===== src/hdl/msort_pkg.sv =====
// shared types and constants of the merge sorter
package msort_pkg;

  // width of one sorted value
  localparam int DATA_W = 32;

  // number of cells in the chain, i.e. the buffer capacity
  localparam int MAX_ITEMS = 64;

  // width of the fill counter, able to hold MAX_ITEMS itself
  localparam int CNT_W = $clog2(MAX_ITEMS + 1);

  typedef logic signed [DATA_W-1:0] data_t;
  typedef logic [CNT_W-1:0] count_t;

  // control broadcast from the sequencer to every cell
  typedef struct packed {
    logic insert;
    logic shift;
  } ctl_t;

endpackage


===== src/hdl/msort_cell.sv =====
// one cell of the sorting chain: holds one value and its occupancy bit
module msort_cell import msort_pkg::*; (
  input  logic  clk,
  input  logic  rst_n,
  input  ctl_t  ctl,
  input  data_t x,
  input  logic  prev_gt,
  input  data_t prev_val,
  input  logic  prev_vld,
  input  data_t next_val,
  input  logic  next_vld,
  output logic  gt,
  output data_t val,
  output logic  vld
);

  data_t val_r, val_nxt;
  logic  vld_r, vld_nxt;

  // an empty cell counts as greater than anything; strict compare keeps ties in order
  assign gt = !vld_r || (val_r > x);

  // insert: make room by taking the left neighbour, or take the new value at the boundary
  // shift: pass contents towards the output end
  always_comb begin
    val_nxt = val_r;
    vld_nxt = vld_r;
    if (ctl.shift) begin
      val_nxt = next_val;
      vld_nxt = next_vld;
    end else if (ctl.insert && gt) begin
      if (prev_gt) begin
        val_nxt = prev_val;
        vld_nxt = prev_vld;
      end else begin
        val_nxt = x;
        vld_nxt = 1'b1;
      end
    end
  end

  always_ff @(posedge clk) begin
    if (!rst_n) begin
      vld_r <= 1'b0;
    end else begin
      vld_r <= vld_nxt;
    end
  end

  always_ff @(posedge clk) begin
    val_r <= val_nxt;
  end

  assign val = val_r;
  assign vld = vld_r;

endmodule


===== config.mk =====
export PLATFORM = sky130hd
export DESIGN_NAME = msort_cell
export DESIGN_NICKNAME = d
export VERILOG_FILES = /design/src/hdl/msort_pkg.sv /design/src/hdl/msort_cell.sv
export SDC_FILE = /design/constraint.sdc
export NUM_CORES = 1
export LEC_CHECK = 0
export BUFFER_PORTS_ARGS = -buffer_cell sky130_fd_sc_hd__buf_2
export CAP_MARGIN = 20
export CELL_PAD_IN_SITES_DETAIL_PLACEMENT = 0
export CELL_PAD_IN_SITES_GLOBAL_PLACEMENT = 1
export CORE_MARGIN = 2
export CORE_UTILIZATION = 35
export CTS_CLUSTER_DIAMETER = 80
export CTS_CLUSTER_SIZE = 20
export DETAILED_ROUTE_END_ITERATION = 12
export PLACE_DENSITY_LB_ADDON = 0.2
export SYNTH_ARGS = -nofsm -noshare
export SYNTH_HDL_FRONTEND = slang
export SYNTH_SLANG_ARGS = --single-unit

===== constraint.sdc =====
create_clock -name clk -period 10.45 [get_ports clk]
set_clock_uncertainty 0.1 [all_clocks]
set_input_delay 0 -clock clk [delete_from_list [all_inputs] [get_ports clk]]
set_output_delay 0 -clock clk [all_outputs]
set_load 0.03 [all_outputs]

# --- Yosys cells after proc, flatten, opt, wreduce, memory -nomap -nowiden ---
# Cells that the tools add are included.
totals:
  register_bits: 33
  in_bits: 103
  output_inout_bits: 34
  wordCells: 13
classes:
  order_cmp: 1
  mux: 6
  n_reduce_logical: 4
ops:
  columns: ["op", "n"]
  rows:
  - ["$mux 32", 3]
  - ["$gt 32x32->1", 1]
  - ["$mux 1", 3]
  - ["$reduce_bool 2->1", 1]
  - ["$logic_and 1x1->1", 1]
  - ["$logic_not 1->1", 1]
  - ["$logic_or 1x1->1", 1]

# --- Logic depth before layout (Yosys ltp) ---
depth:
  depth_word: 5
  ltp_mapped: 8
  ltp_nobuf: 8

# --- Worst setup path before layout ---
# No wires, ideal clock.
synth_timing:
  path_kind: "reg2reg"
  start: "reg val_r[14] (netlist: val[14])"
  end: "reg val_r[0] (netlist: val[0]) (enable)"
  setup_time_ps: 466
  t_arrival_ps: 3936
  required_ps: 9884
  path_slack_ps: 5949
  stages_incl_launch_ff: 7
  path_buffers: 0
  synth_period_minus_slack_ps: 4501
  path_cell_list: "edfxtp_1 -> ha_1 -> nand4_1 -> a2111oi_0 -> o31a_1 -> a211oi_2 -> o21ai_0"
synth_between:
  elab_chain_len: 4
synth_lines:
  columns: ["item", "line", "text"]
  rows:
  - ["start: declaration", "msort_cell.sv:17", "data_t val_r, val_nxt;"]
  - ["start signal: assignment", "msort_cell.sv:51", "val_r <= val_nxt;"]
  - ["$gt 32x32->1", "msort_cell.sv:21", "assign gt = !vld_r || (val_r > x);"]
  - ["$logic_or 1x1->1", "msort_cell.sv:21", null]
  - ["$logic_and 1x1->1", "msort_cell.sv:31", "end else if (ctl.insert && gt) begin"]
  - ["$reduce_bool 2->1 (no line)", null, null]
# Every way passes these cells.
# A chain may end at the register's enable or synchronous reset.

# --- Worst setup path after layout ---
layout_timing:
  start: "reg val_r[14] (netlist: val[14])"
  end: "reg vld_r (netlist: vld)"
layout_between:
  elab_chain_len: 4
layout_lines:
  columns: ["item", "line", "text"]
  rows:
  - ["$gt 32x32->1", "msort_cell.sv:21", null]
  - ["$logic_or 1x1->1", "msort_cell.sv:21", null]
  - ["$logic_and 1x1->1", "msort_cell.sv:31", null]
  - ["$reduce_bool 2->1 (no line)", null, null]
  - ["end signal: assignment", "msort_cell.sv:46", "vld_r <= vld_nxt;"]
  - ["end: declaration", "msort_cell.sv:18", "logic vld_r, vld_nxt;"]
# Every way passes these cells.

==> results by group <==
GRT
  – First-pass GRT wire length: about 11 mm
  – Remaining global-route overflow: 0
  – Global Route Usage Sum: 0.1723
  – Vias in the first global route: 2481
  – Largest net degree at the start of global routing: 69
  – Initial antenna violation count: 0

Worst setup path
  – Delay-heaviest family, CP: compound AO/OA/AOI/OAI gates
  – Critical path type: flip-flop to flip-flop
  – Startpoint types: flip-flop
  – R2R setup slack: ~7700 ps
  – Worst setup EP type: flip-flop
  – Slowest-stage cell, CP: dlygate4sd3_1
  – Worst path bufs/invs: 1
  – CP max FO: 3
  – CP Data Required Time: 10570 ps
  – Worst path max stage delay: 530 ps
  – Critical path arrival: 2910 ps
  – Critical path, cell by cell: ha_1, a21oi_2, nand2_1, a221o_1, o31a_1, a211oi_2, o311a_1, dlygate4sd3_1

Logic synthesis
  – Yosys warns: 0
  – Yosys top cell by area: edfxtp_1
  – Distinct cells, synth: 29
  – EDFF count, synth: 32
  – Register area share after synthesis: 0.3908
  – Ys async rst share: 0
  – Dominant synthesized flop cell: edfxtp_1
  – Cell area after synthesis: approximately 2500 um2
  – Top cell type's share of synthesized area: 0.3829
  – Post-Syn Nets: 401
  – Average size of a mapped cell: 9.436 um2
  – Synth top area cells: edfxtp_1 (38%), ha_1 (16%), mux2i_1 (13%)
  – Cells after Synth: about 270
  – Yosys reg bits: 33

Placed design
  – HPWL Detailed: about 5.1 mm
  – DP Area: about 3300 um2
  – Place WS: around 7500 ps
  – Number of buffers added on ports: about 140
  – RePlAce Congestion: 0.8304

STA
  – Setup Viol. Count Final: 0
  – Slew @ Worst Pin: roughly 1000 ps
  – Clock period minus final worst setup slack: roughly 2800 ps
  – Final Worst Setup Slack: around 7700 ps
  – RSZ-0062 raised after global routing: false
  – Pins over their slew limit: 0
  – Max Clock Freq: about 0.36 GHz
  – Setup TNS Final: 0 ps
  – Final number of hold-violating endpoints: 0
  – Max_slew headroom: 0.3166
  – Period utilization: 0.2667

Die
  – Total Die Area: just under 8000 um2
  – Die Y: between 80 and 90 um
  – Top Ports: approximately 140
  – Core region area: between 6000 and 7000 um2
  – Overall die width: 88.68 um
  – # rows: 30
  – Initial Util: 0.3654

Routing
  – Initial DRC count: 71
  – # DRC: 0
  – Final wirelength: about 7.0 mm
  – WL/cell: 12.77 um
  – Vias after detailed routing: ~2600
  – Pre-antenna DRT Iters: 4
  – Antenna viol nets, final: 0
  – Via-to-Cell Ratio: about 4.7

Clock network
  – Worst-path clk slew: approximately 80 ps
  – Worst-Skew Late Latency: 290 ps
  – Clock Tree Root: clkbuf_8
  – Clock sink count: 33
  – Post-CTS resize count: 0
  – CTS max path bufs: 2
  – CTS Buf Count: 5
  – H-tree depth: 2
  – CTS tree: yes
  – Post-CTS Setup Inserts: 0

Run
  – # Max-Cap Violations: 0

Worst hold path
  – Hold Path Class: primary input to flip-flop

Status
  – Outcome: finished, final reports clean

Finish
  – Layout cells sized above 1: 0.3252
  – Final design utilization: 0.5687
  – N_diodes: 0
  – Final instance area: approximately 3900 um2
  – Area grow syn2layout: 55.63%
  – Fin nets: slightly below 600

Pwr
  – Power, Total: approximately 0.00044 W
  – Lkg Pwr: just over 2 nW
  – Worst IR drop on VDD: between 0.05 and 0.06 mV
  – Pwr Density: approximately 110 nW/um2
[layout by cell type, fill, tap and decap left out, types with 3 or more instances in the layout]
master / count
inv_1: 37
ha_1: 32
nand2_1: 40
dlygate4sd3_1: 52
mux2i_1: 32
edfxtp_1: 32
and4_1: 3
nand4_1: 5
clkbuf_8: 5
nand3_1: 4
a21oi_1: 13
o21ai_0: 36
buf_2: 136
[worst paths after layout]
| path | from | to | depth (start not counted) |
|---|---|---|---|
| setup / recovery | val[14] | vld | 8 |
| hold / removal | prev_val[29] | val[29] | 3 |
| setup reg to reg | val[14] | vld | 8 |
| hold reg to reg | vld | val[12] | 3 |
[power by group]
group          total [W]  switching [W]  internal (W)
Combinational   0.000172      0.0000973     0.0000749
Clock          0.0000908      0.0000460     0.0000448
Sequential      0.000175     0.00000835      0.000167
[registers in the layout, summed over array words and instances, names as in the netlist]
name and cells:
vld 1, val 32
[final cells by class]
cell class | count | area [um2]
fill | 680 | 2963
multi-input combinational | 185 | 1356
timing repair buffer | 189 | 1229
sequential | 33 | 980.9
inverter | 37 | 138.9
tap | 96 | 120.1
clock buffer | 5 | 68.82
clock inverter | 3 | 12.51
[what timing repair did]
| action | in CTS | in global routing |
|---|---|---|
| hold buffers | 52 | 0 |
| hold endpoints to repair | 33 | 0 |
| endpoints found under the setup margin | 0 | 0 |
[worst min-delay path, delay by kind of cell]
kind / cells / cell delay (ps)
AO/OA/AOI/OAI: 1 / 130
buffers and inverters: 1 / 80
multiplexers: 1 / 60
[Yosys cell counts, types with 2 or more instances]
master,count
a21o_1,2
a21oi_1,13
and4_1,3
buf_2,3
clkbuf_1,8
edfxtp_1,32
ha_1,32
inv_1,37
mux2i_1,32
nand2_1,40
nand3_1,4
nand4_1,5
nor2_1,2
nor3_1,2
o21ai_0,37
[stage by stage]
step	hold WS, ps	std cells
floorplan	31.25	266
global placement	151.6	487
detailed placement	155.7	487
CTS	0.2793	547
global route	9.417	548
finish	2.250	548
[layer usage]
layer  vias to the layer above  share of wire  routed length (um)  GRT usage
li1                       1321              -                   -          -
met1                      1136           0.44                3092     0.2072
met2                        88           0.48                3332     0.3094
met3                         8          0.070                 489    0.04198
met4                         0          0.012                  85    0.03994
met5                         -              0                   0          0
[cell families (layout without fill, tap and decap cells)]
logic type	count (synthesis)	after routing	synth area share
fa+ha+maj	32	32	0.1595
compound gates	64	64	0.1486
mux	32	32	0.1276
flops	33	33	0.3908
buf+inv	48	234	0.07328
simple gates	57	57	0.1002
(Power assumes the default switching activity.)
