<file path="src/hdl/msort_pkg.sv">
// shared types and constants of the merge sorter
package msort_pkg;

  // width of one sorted value
  localparam int DATA_W = 32;

  // number of cells in the chain, i.e. the buffer capacity
  localparam int MAX_ITEMS = 64;

  // width of the fill counter, able to hold MAX_ITEMS itself
  localparam int CNT_W = $clog2(MAX_ITEMS + 1);

  typedef logic signed [DATA_W-1:0] data_t;
  typedef logic [CNT_W-1:0] count_t;

  // control broadcast from the sequencer to every cell
  typedef struct packed {
    logic insert;
    logic shift;
  } ctl_t;

endpackage

</file>
<file path="src/hdl/msort_ctrl.sv">
// sequencer: load and emit phases, fill count and overflow flag
module msort_ctrl import msort_pkg::*; (
  input  logic clk,
  input  logic rst_n,
  input  logic start,
  input  logic in_last,
  output logic busy,
  output ctl_t ctl,
  output logic out_valid,
  output logic out_last_out,
  output logic out_overflow
);

  localparam logic ST_LOAD = 1'b0;
  localparam logic ST_EMIT = 1'b1;
  localparam count_t MAX_CNT = CNT_W'(MAX_ITEMS);
  localparam count_t ONE_CNT = CNT_W'(1);

  logic   state_r, state_nxt;
  count_t count_r, count_nxt;
  logic   dropped_r, dropped_nxt;
  logic   accept;
  logic   room;

  assign busy   = (state_r == ST_EMIT);
  assign accept = start && !busy;
  assign room   = (count_r < MAX_CNT);

  // broadcast to the cells
  assign ctl.insert = accept && room;
  assign ctl.shift  = (state_r == ST_EMIT);

  // phase and count update
  always_comb begin
    state_nxt   = state_r;
    count_nxt   = count_r;
    dropped_nxt = dropped_r;
    unique case (state_r)
      ST_LOAD: begin
        if (accept) begin
          if (room) begin
            count_nxt = count_r + ONE_CNT;
          end else begin
            dropped_nxt = 1'b1;
          end
          if (in_last) begin
            state_nxt = ST_EMIT;
          end
        end
      end
      ST_EMIT: begin
        count_nxt = count_r - ONE_CNT;
        if (count_r == ONE_CNT) begin
          state_nxt   = ST_LOAD;
          dropped_nxt = 1'b0;
        end
      end
      default: begin
        state_nxt = ST_LOAD;
      end
    endcase
  end

  always_ff @(posedge clk) begin
    if (!rst_n) begin
      state_r   <= ST_LOAD;
      count_r   <= '0;
      dropped_r <= 1'b0;
    end else begin
      state_r   <= state_nxt;
      count_r   <= count_nxt;
      dropped_r <= dropped_nxt;
    end
  end

  // result strobe and markers
  assign out_valid    = (state_r == ST_EMIT);
  assign out_last_out = (state_r == ST_EMIT) && (count_r == ONE_CNT);
  assign out_overflow = dropped_r;

`ifndef SYNTH
  a_count_bound: assert property (@(posedge clk) disable iff (!rst_n)
    count_r <= MAX_CNT)
    else $error("fill count beyond capacity");

  a_emit_done: assert property (@(posedge clk) disable iff (!rst_n)
    out_last_out |=> (state_r == ST_LOAD) && (count_r == '0) && !dropped_r)
    else $error("run not cleared after final transfer");

  a_last_starts_emit: assert property (@(posedge clk) disable iff (!rst_n)
    (accept && in_last) |=> busy && (count_r != '0))
    else $error("final item did not start an emit phase");

  a_load_counts: assert property (@(posedge clk) disable iff (!rst_n)
    (accept && room) |=> (count_r == $past(count_r) + ONE_CNT))
    else $error("stored item not counted");
`endif

endmodule

</file>
<file path="config.mk">
export PLATFORM = sky130hd
export DESIGN_NAME = msort_ctrl
export DESIGN_NICKNAME = d
export VERILOG_FILES = /design/src/hdl/msort_pkg.sv /design/src/hdl/msort_ctrl.sv
export SDC_FILE = /design/constraint.sdc
export NUM_CORES = 1
export LEC_CHECK = 0
export ABC_AREA = 1
export BUFFER_PORTS_ARGS = -buffer_cell sky130_fd_sc_hd__buf_4
export CORE_MARGIN = 1.5
export CORE_UTILIZATION = 30
export DETAILED_ROUTE_END_ITERATION = 16
export PLACE_DENSITY_LB_ADDON = 0.15
export SYNTH_ARGS = -nofsm -noshare
export SYNTH_HDL_FRONTEND = slang
export SYNTH_SLANG_ARGS = --single-unit
</file>
<file path="constraint.sdc">
create_clock -name clk -period 1.35 [get_ports clk]
set_clock_uncertainty 0.05 [all_clocks]
set_input_delay 0.0675 -clock clk [delete_from_list [all_inputs] [get_ports clk]]
set_output_delay 0.0675 -clock clk [all_outputs]
set_load 0.01 [all_outputs]
</file>
==> Word level (Yosys, flattened, before mapping) <==
Index checks and enable logic that the tools add are counted.
Widths: inputs -> output; s select.
{ "op_classes": {"muxes": 11, "bitwise_logic": 1, "n_reduce_logical": 6, "n_eq_ne": 5, "addsub": 2, "magnitude_cmp": 1} }
{ "ops": {"columns": ["operator", "n"], "rows": [
  ["$mux 7", 2],
  ["$pmux 7 s2", 1],
  ["$add 7x1->7 const B", 1],
  ["$eq 7x1->1 const B", 1],
  ["$lt 7x7->1 const B", 1],
  ["$sub 7x1->7 const B", 1],
  ["$mux 1", 6],
  ["$ne 2x2->1 const B", 3],
  ["$pmux 1 s2", 2],
  ["$logic_and 1x1->1", 3],
  ["$reduce_and 3->1", 1],
  ["$ne 2x1->1 const B", 1],
  ["$reduce_and 2->1", 1],
  ["$logic_not 1->1", 1],
  ["$not 1->1", 1]
]} }
{ "word_totals": {"input_bits": 4, "reg_bits": 9, "wordCells": 29, "out_inout_bits": 6} }

==> Depth between registers and ports, before layout <==
Gate-level depths: netlist of run 1.
{ "depth": {"depth_word": 4, "depth_mapped": 8, "mapped_depth_nobuf": 8} }

==> Worst setup path after synthesis of run 1 <==
No wires, ideal clock.
{ "synth_timing": {"path_kind": "reg-to-reg", "from": "register count_r[0]", "to": "register count_r[4]", "t_arrival_ps": 1063, "setup_time_ps": 113, "path_slack_ps": 124, "stages_incl_launch_ff": 9, "n_path_buf": 0, "synth_period_minus_slack_ps": 1226, "t_required_ps": 1187, "path_cell_list": "dfxtp_1 -> inv_1 -> ha_1 -> nand2_2 -> nor3_2 -> a21oi_1 -> nand2_1 -> nand2_1 -> nor2_1"} }
{ "synth_via": {"elab_chain_cells": 4, "word_cells_on_any_way": 8, "classes_between": "add/sub: 2; order compare: 1; eq/ne: 1; mux: 3; reduce/logical: 1"} }
{ "synth_lines": {"columns": ["item", "line_no", "rtl"], "rows": [
  ["from (decl)", "msort_ctrl.sv:20", "count_t count_r, count_nxt;"],
  ["from (signal assigned)", "msort_ctrl.sv:71", "count_r <= count_nxt;"],
  ["$add 7x1->7", "msort_ctrl.sv:42", "count_nxt = count_r + ONE_CNT;"],
  ["$mux 7", "msort_ctrl.sv:41", "if (room) begin"],
  ["$mux 7", "msort_ctrl.sv:40", "if (accept) begin"],
  ["$pmux 7 s2", "msort_ctrl.sv:38", "unique case (state_r)"]
]} }
Several ways; a longest one is shown, not always the timed one. The select of a mux whose other input is x is not followed.
A chain may end at the register's enable or synchronous reset.

==> Worst setup path after layout of run 1 <==
{ "layout_timing": {"from": "register count_r[5]", "to": "output out_last_out"} }
{ "layout_via": {"elab_chain_cells": 2} }
{ "layout_lines": {"columns": ["item", "line_no", "rtl"], "rows": [
  ["$eq 7x1->1", "msort_ctrl.sv:78", "assign out_last_out = (state_r == ST_EMIT) && (count_r == ONE_CNT);"],
  ["$logic_and 1x1->1", "msort_ctrl.sv:78", null],
  ["to (decl)", "msort_ctrl.sv:10", "output logic out_last_out,"]
]} }
Every way passes these cells.

==> results of run 1 <==
-- cell families (layout without fill, tap and decap cells) --
kind of cell	after synthesis	after routing	share of synthesized area, %
DFF	9	9	31.8
AOI/OAI and AO/OA	9	9	9.49
buffers and inverters	12	27	9.27
and+or+nand+nor	54	54	42.8
adders and majority gates	3	3	6.62
-- placed cells by master (no fill, tap or decap), drive strengths merged --
cell	count
a21oi	6
a31oi	1
buf	13
clkbuf	4
dfxtp	9
ha	3
inv	10
nand2	26
nand3	5
nand4	1
nor2	16
nor3	4
o21ai	2
or2	2
-- area by class of cell --
class	instances	area (sq um)	share of cell area [%]
Inverter	10	37.5	4.99
Sequential cell	9	191	25.5
Timing Repair Buffer	13	105	14.0
Multi-Input combinational cell	66	360	47.9
Tap cell	25	31.3	4.16
Clock buffer	4	26.3	3.49
-- layer usage --
layer  share of wire (%)  global-route usage [%]  vias to the layer above
met5                   0                       0                        -
met3                 6.1                    5.88                        2
met1                  44                    18.9                      247
met4                0.96                    5.14                        0
met2                  49                    25.3                       14
li1                    -                       -                      301
-- registers in the layout (all words and copies together) (netlist names) --
register      count
count_r           7
out_overflow      1
busy              1
-- timing repair --
| item | in CTS | in global routing |
|---|---|---|
| gates cloned | 0 | 0 |
| hold buffers | 0 | 0 |
| pin swaps | 0 | 3 |
| setup buffers | 2 | 0 |
| setup endpoints to repair | 1 | 2 |
| resized for setup | 10 | 7 |
-- worst max-delay path, delay by kind of cell, from the launching register on --
kind | cells | cell delay, ps
DFF | 1 | 360
and+or+nand+nor | 2 | 360
buffers and inverters | 2 | 200
-- where the power goes --
| part | switching, uW | internal, uW |
|---|---|---|
| combinational | 135 | 120 |
| clock | 106 | 114 |
| sequential | 50.4 | 303 |
-- per-stage QoR --
step / hold WS [ps] / power (uW) / setup WS, ps / instance area (sq um)
after global routing: 14.9 / 899 / -7.72 / 752
final: 10.8 / 829 / 51.3 / 752
after detailed placement: 303 / 581 / 108 / 673
after CTS: 16.0 / 829 / 15.7 / 737
after global placement: 300 / 582 / 84.0 / 673
after floorplan: 138 / 499 / 124 / 567
-- final timing paths --
check                            start                   endpoint  cells after the start  slack, ps
max            count_r[5]$_SDFFE_PN0P_               out_last_out                      4         50
max reg2reg    count_r[1]$_SDFFE_PN0P_    count_r[4]$_SDFFE_PN0P_                      8         60
min reg2reg  out_overflow$_SDFFE_PN0P_  out_overflow$_SDFFE_PN0P_                      2        420
min                              rst_n    count_r[2]$_SDFFE_PN0P_                      3         10
==> flow_summary_export.csv, run 1 <==
group,metric,value,unit
run_status,status,"completed",
detailed_routing,drcViolationCount,0,
global_route,first_global_vias,496,
floorplan,die_area,2160,sq um
detailed_routing,first_iter_violations,5,
setup_path,cp_max_fo,5,
run,maxCapViolations,0,
setup_path,path_class,"register to output pin",
floorplan,start_util,32.5,%
yosys,ys.warnings.count,0,
floorplan,die_w,46.5,um
cts,cts_tree,"done",
global_route,grt.overflow.total,0,
yosys,seq_area_frac_synth,31.8,%
timing,maxSlewViolCount,0,
yosys,yosysMostFrequentCell,"nand2_1",
setup_path,worst_path_max_delay_cell,"dfxtp_2",
cts,htreeDepth,1,
global_route,grt_max_degree,8,
setup_path,arrival,1180,ps
min_path,hold_path_class,"input pin to register",
timing,period_minus_slack,1300,ps
timing,rsz0062_at_grt,"yes",
floorplan,rows,15,
global_route,grt_antenna_before_repair,0,
setup_path,critPathCaptureType,"output pin",
detailed_routing,vias,564,
yosys,netlist_instances,87,
setup_path,crit_required,1230,ps
timing,slew-limit-headroom,81.3,%
layout,antennaDiodeCount,0,
timing,setup_violations,0,
setup_path,path_cells,"nor3_4 -> nand4_1 -> inv_2 -> buf_6",
yosys,ys_top_cells_by_area,"dfxtp_1 (32%), nand2_1 (16%), nor2_1 (11%)",
global_route,grt_pass1_wl,2.24,mm
layout,fin_util,43.1,%
yosys,syn_nets,94,
global_route,grtUsageTotal,15.6,%
timing,worst_slew_pin_slew,280,ps
yosys,synth_area,567,sq um
floorplan,core_area,1750,sq um
yosys,synth_top_area_share,31.8,%
timing,finalHoldViolations,0,
yosys,synth-seq-cells,9,
yosys,ys_top_cells_by_count,"nand2_1 (24), nor2_1 (16), dfxtp_1 (9), inv_1 (8)",
detailed_routing,dr.pass1.iters,4,
cts,cts_buffers,3,
yosys,synth.avg_cell_area,6.51,sq um
yosys,netlist-cell-type-count,20,
timing,setup_tns,0,ps
layout,final_cells,127,
floorplan,io_pins,10,
pwr,p_leak,0.000349,uW
yosys,synth_top_area_cell,"dfxtp_1",
timing,max_freq,770,MHz
layout,final_nets,110,
timing,period_share,96.2,%
cts,clock_latency,270,ps
floorplan,dieHeight,46.5,um
detailed_routing,wl_per_cell,10.6,um
setup_path,critPathMaxStageDelay,360,ps
yosys,async_reset_ff_share,0,%
place,routabilityCongestion,0.823,
cts,clockBufferDepth,2,
setup_path,setup.worst_path.start_class,"register",
pwr,power_density,1100,nW/um^2
cts,clock-sinks,9,
layout,area_delta_synth_final,32.7,%
yosys,synth-edff-count,0,
yosys,ys.flop_type,"dfxtp_1",
layout,fill_cells,201,
layout,drive_above_1_share,35.3,%
detailed_routing,viasPerCell,4.44,
place,port_buffers,9,
place,dp_hpwl,989,um
place,dp.cells,122,
detailed_routing,routed_wirelength,1.35,mm
detailed_routing,ant_nets,0,
pwr,ir_drop,0.000657,V
cts,cts-root-buf,"clkbuf_4",
cts,cts.clk_slew.worst_paths,70,ps
Note: power is estimated with default switching activity, not from simulation.
==> run 2: changes to the inputs <==
ABC_AREA = default   (was 1)
==> flow_summary_export.csv, run 2 <==
group,metric,value,unit
layout,drive_above_1_share,61.7,%
timing,period_share,108,%
timing,finalHoldViolations,0,
layout,area_delta_synth_final,53.4,%
cts,cts-root-buf,"clkbuf_4",
pwr,ir_drop,0.000408,V
cts,cts_buffers,3,
floorplan,core_area,1710,sq um
timing,maxSlewViolCount,0,
yosys,synth-edff-count,0,
timing,hold_ws,33.5,ps
timing,max_freq,689,MHz
yosys,synth-compound-area-share,13.5,%
setup_path,cp_max_fo,3,
layout,ff_latch_area,194,sq um
place,port_buffers,9,
global_route,first_global_vias,447,
yosys,ys.flop_type,"dfxtp_1",
cts,clockBufferDepth,2,
yosys,synthAdderAreaFrac,6.88,%
run,maxCapViolations,0,
detailed_routing,first_iter_violations,1,
pwr,p_leak,0.000346,uW
detailed_routing,viasPerCell,4.53,
place,pre_cts_slack,-111,ps
timing,setup_tns,-197,ps
yosys,synth_top_area_share,33.0,%
cts,cts.hold.buffers_added,0,
layout,final_cells,106,
run_status,status,"finished with violations",
floorplan,io_pins,10,
global_route,grt_pass1_wl,1.93,mm
yosys,seq_area_frac_synth,33.0,%
detailed_routing,dr.pass1.iters,3,
detailed_routing,drcViolationCount,0,
floorplan,die_w,45.6,um
cts,cts.clk_slew.worst_paths,70,ps
timing,slew-limit-headroom,80.7,%
yosys,yosys.area_share.simple,33.0,%
yosys,ys.warnings.count,0,
pwr,power_density,1080,nW/um^2
layout,final_cell_mix,"buf_4 (21), dfxtp_2 (5), xnor2_1 (4), and2_1 (4)",
global_route,grt_antenna_before_repair,0,
cts,clock-sinks,9,
cts,htreeDepth,1,
pwr,p_total,903,uW
yosys,synth-seq-cells,9,
detailed_routing,vias,480,
timing,rsz0062_at_grt,"yes",
detailed_routing,routed_wirelength,1.26,mm
yosys,synth_area,546,sq um
setup_path,critPathCaptureType,"output pin",
setup_path,crit_required,1230,ps
yosys,ys_top_cells_by_count,"dfxtp_1 (9), and2_1 (4), xnor2_1 (4)",
global_route,grt_max_degree,10,
layout,multi_input_area,387,sq um
global_route,grt.overflow.total,0,
cts,clock_latency,260,ps
place,routabilityCongestion,0.738,
min_path,hold_path_class,"input pin to register",
run_status,violations,"setup timing",
floorplan,die_area,2080,sq um
global_route,grtUsageTotal,13.4,%
floorplan,start_util,31.9,%
setup_path,setup.worst_path.start_class,"register",
place,dp.cells,101,
layout,antennaDiodeCount,0,
yosys,synth_top_area_cell,"dfxtp_1",
detailed_routing,ant_nets,0,
layout,final_nets,89,
timing,layout_setup_ws,-102,ps
layout,largest_register_ffs,7,
layout,fill_cells,166,
cts,cts_tree,"done",
timing,period_minus_slack,1450,ps
yosys,synth_top_family_by_area,"simple AND/OR/NAND/NOR gates",
place,dp_hpwl,938,um
yosys,ys_top_cells_by_area,"dfxtp_1 (33%), ha_1 (6.9%), xnor2_1 (6.4%)",
floorplan,rows,15,
timing,worst_slew_pin_slew,290,ps
yosys,netlist-cell-type-count,29,
layout,final_common_cell,"buf_4",
yosys,synth.avg_cell_area,9.74,sq um
yosys,syn_nets,63,
timing,setup_violations,3,
yosys,synth.area.mux_share,0,%
setup_path,path_class,"register to output pin",
floorplan,dieHeight,45.6,um
yosys,netlist_instances,56,
layout,regMostFlops,"count_r",
yosys,async_reset_ff_share,0,%
setup_path,arrival,1330,ps
yosys,yosysMostFrequentCell,"dfxtp_1",
yosys,synth-xor-area-share,8.03,%
detailed_routing,wl_per_cell,11.8,um
-- run 2: final cells by class --
type / count / share of cell area (%)
Timing Repair Buffer: 24 / 22.9
Multi-Input combinational cell: 42 / 46.2
Clock buffer: 4 / 3.14
Tap cell: 25 / 3.74
Inverter: 2 / 0.897
Sequential cell: 9 / 23.2
-- run 2: kinds of logic after synthesis --
logic type / Yosys count
AOI/OAI and AO/OA: 11
DFF: 9
xor gates and xnor gates: 5
and+or+nand+nor: 23
adders and majority gates: 3
buffers and inverters: 5
-- run 2: path summary, 6_finish.rpt --
check / start / end / slack [ps] / depth (start not counted)
min reg2reg: out_overflow$_SDFFE_PN0P_ / out_overflow$_SDFFE_PN0P_ / 420 / 2
max: count_r[3]$_SDFFE_PN0P_ / out_last_out / -100 / 3
min: rst_n / count_r[1]$_SDFFE_PN0P_ / 30 / 2
max reg2reg: count_r[1]$_SDFFE_PN0P_ / count_r[4]$_SDFFE_PN0P_ / -50 / 6
-- run 2: routing by layer --
metal	global-route usage (%)	share of wire, %	vias to the layer above
met1	16.3	48	221
met4	7.06	0	0
met3	3.57	4.6	0
li1	-	-	249
met5	0	0	-
met2	21.1	47	10
-- run 2: what timing repair did --
item | CTS | global route
pin swaps | 4 | 7
setup buffers | 0 | 1
gates resized for setup | 9 | 11
setup endpoints to repair | 7 | 7
-- run 2: critical path, cell delays in order, from the launching register on --
cell,delay (ps)
dfxtp_2,340
nor4b_4,310
and4bb_2,310
buf_6,110
-- run 2: metrics by stage --
stage	cell area (sq um)	util, %
6_report	837	49.0
5_1_grt	837	49.0
4_1_cts	793	46.4
3_5_place_dp	747	43.7
3_3_place_gp	747	43.7
2_1_floorplan	566	-
-- run 2: where the power goes --
part | internal [uW] | switching, uW
registers | 308 | 46.1
clock network | 114 | 99.5
logic | 204 | 132
total | 626 | 277
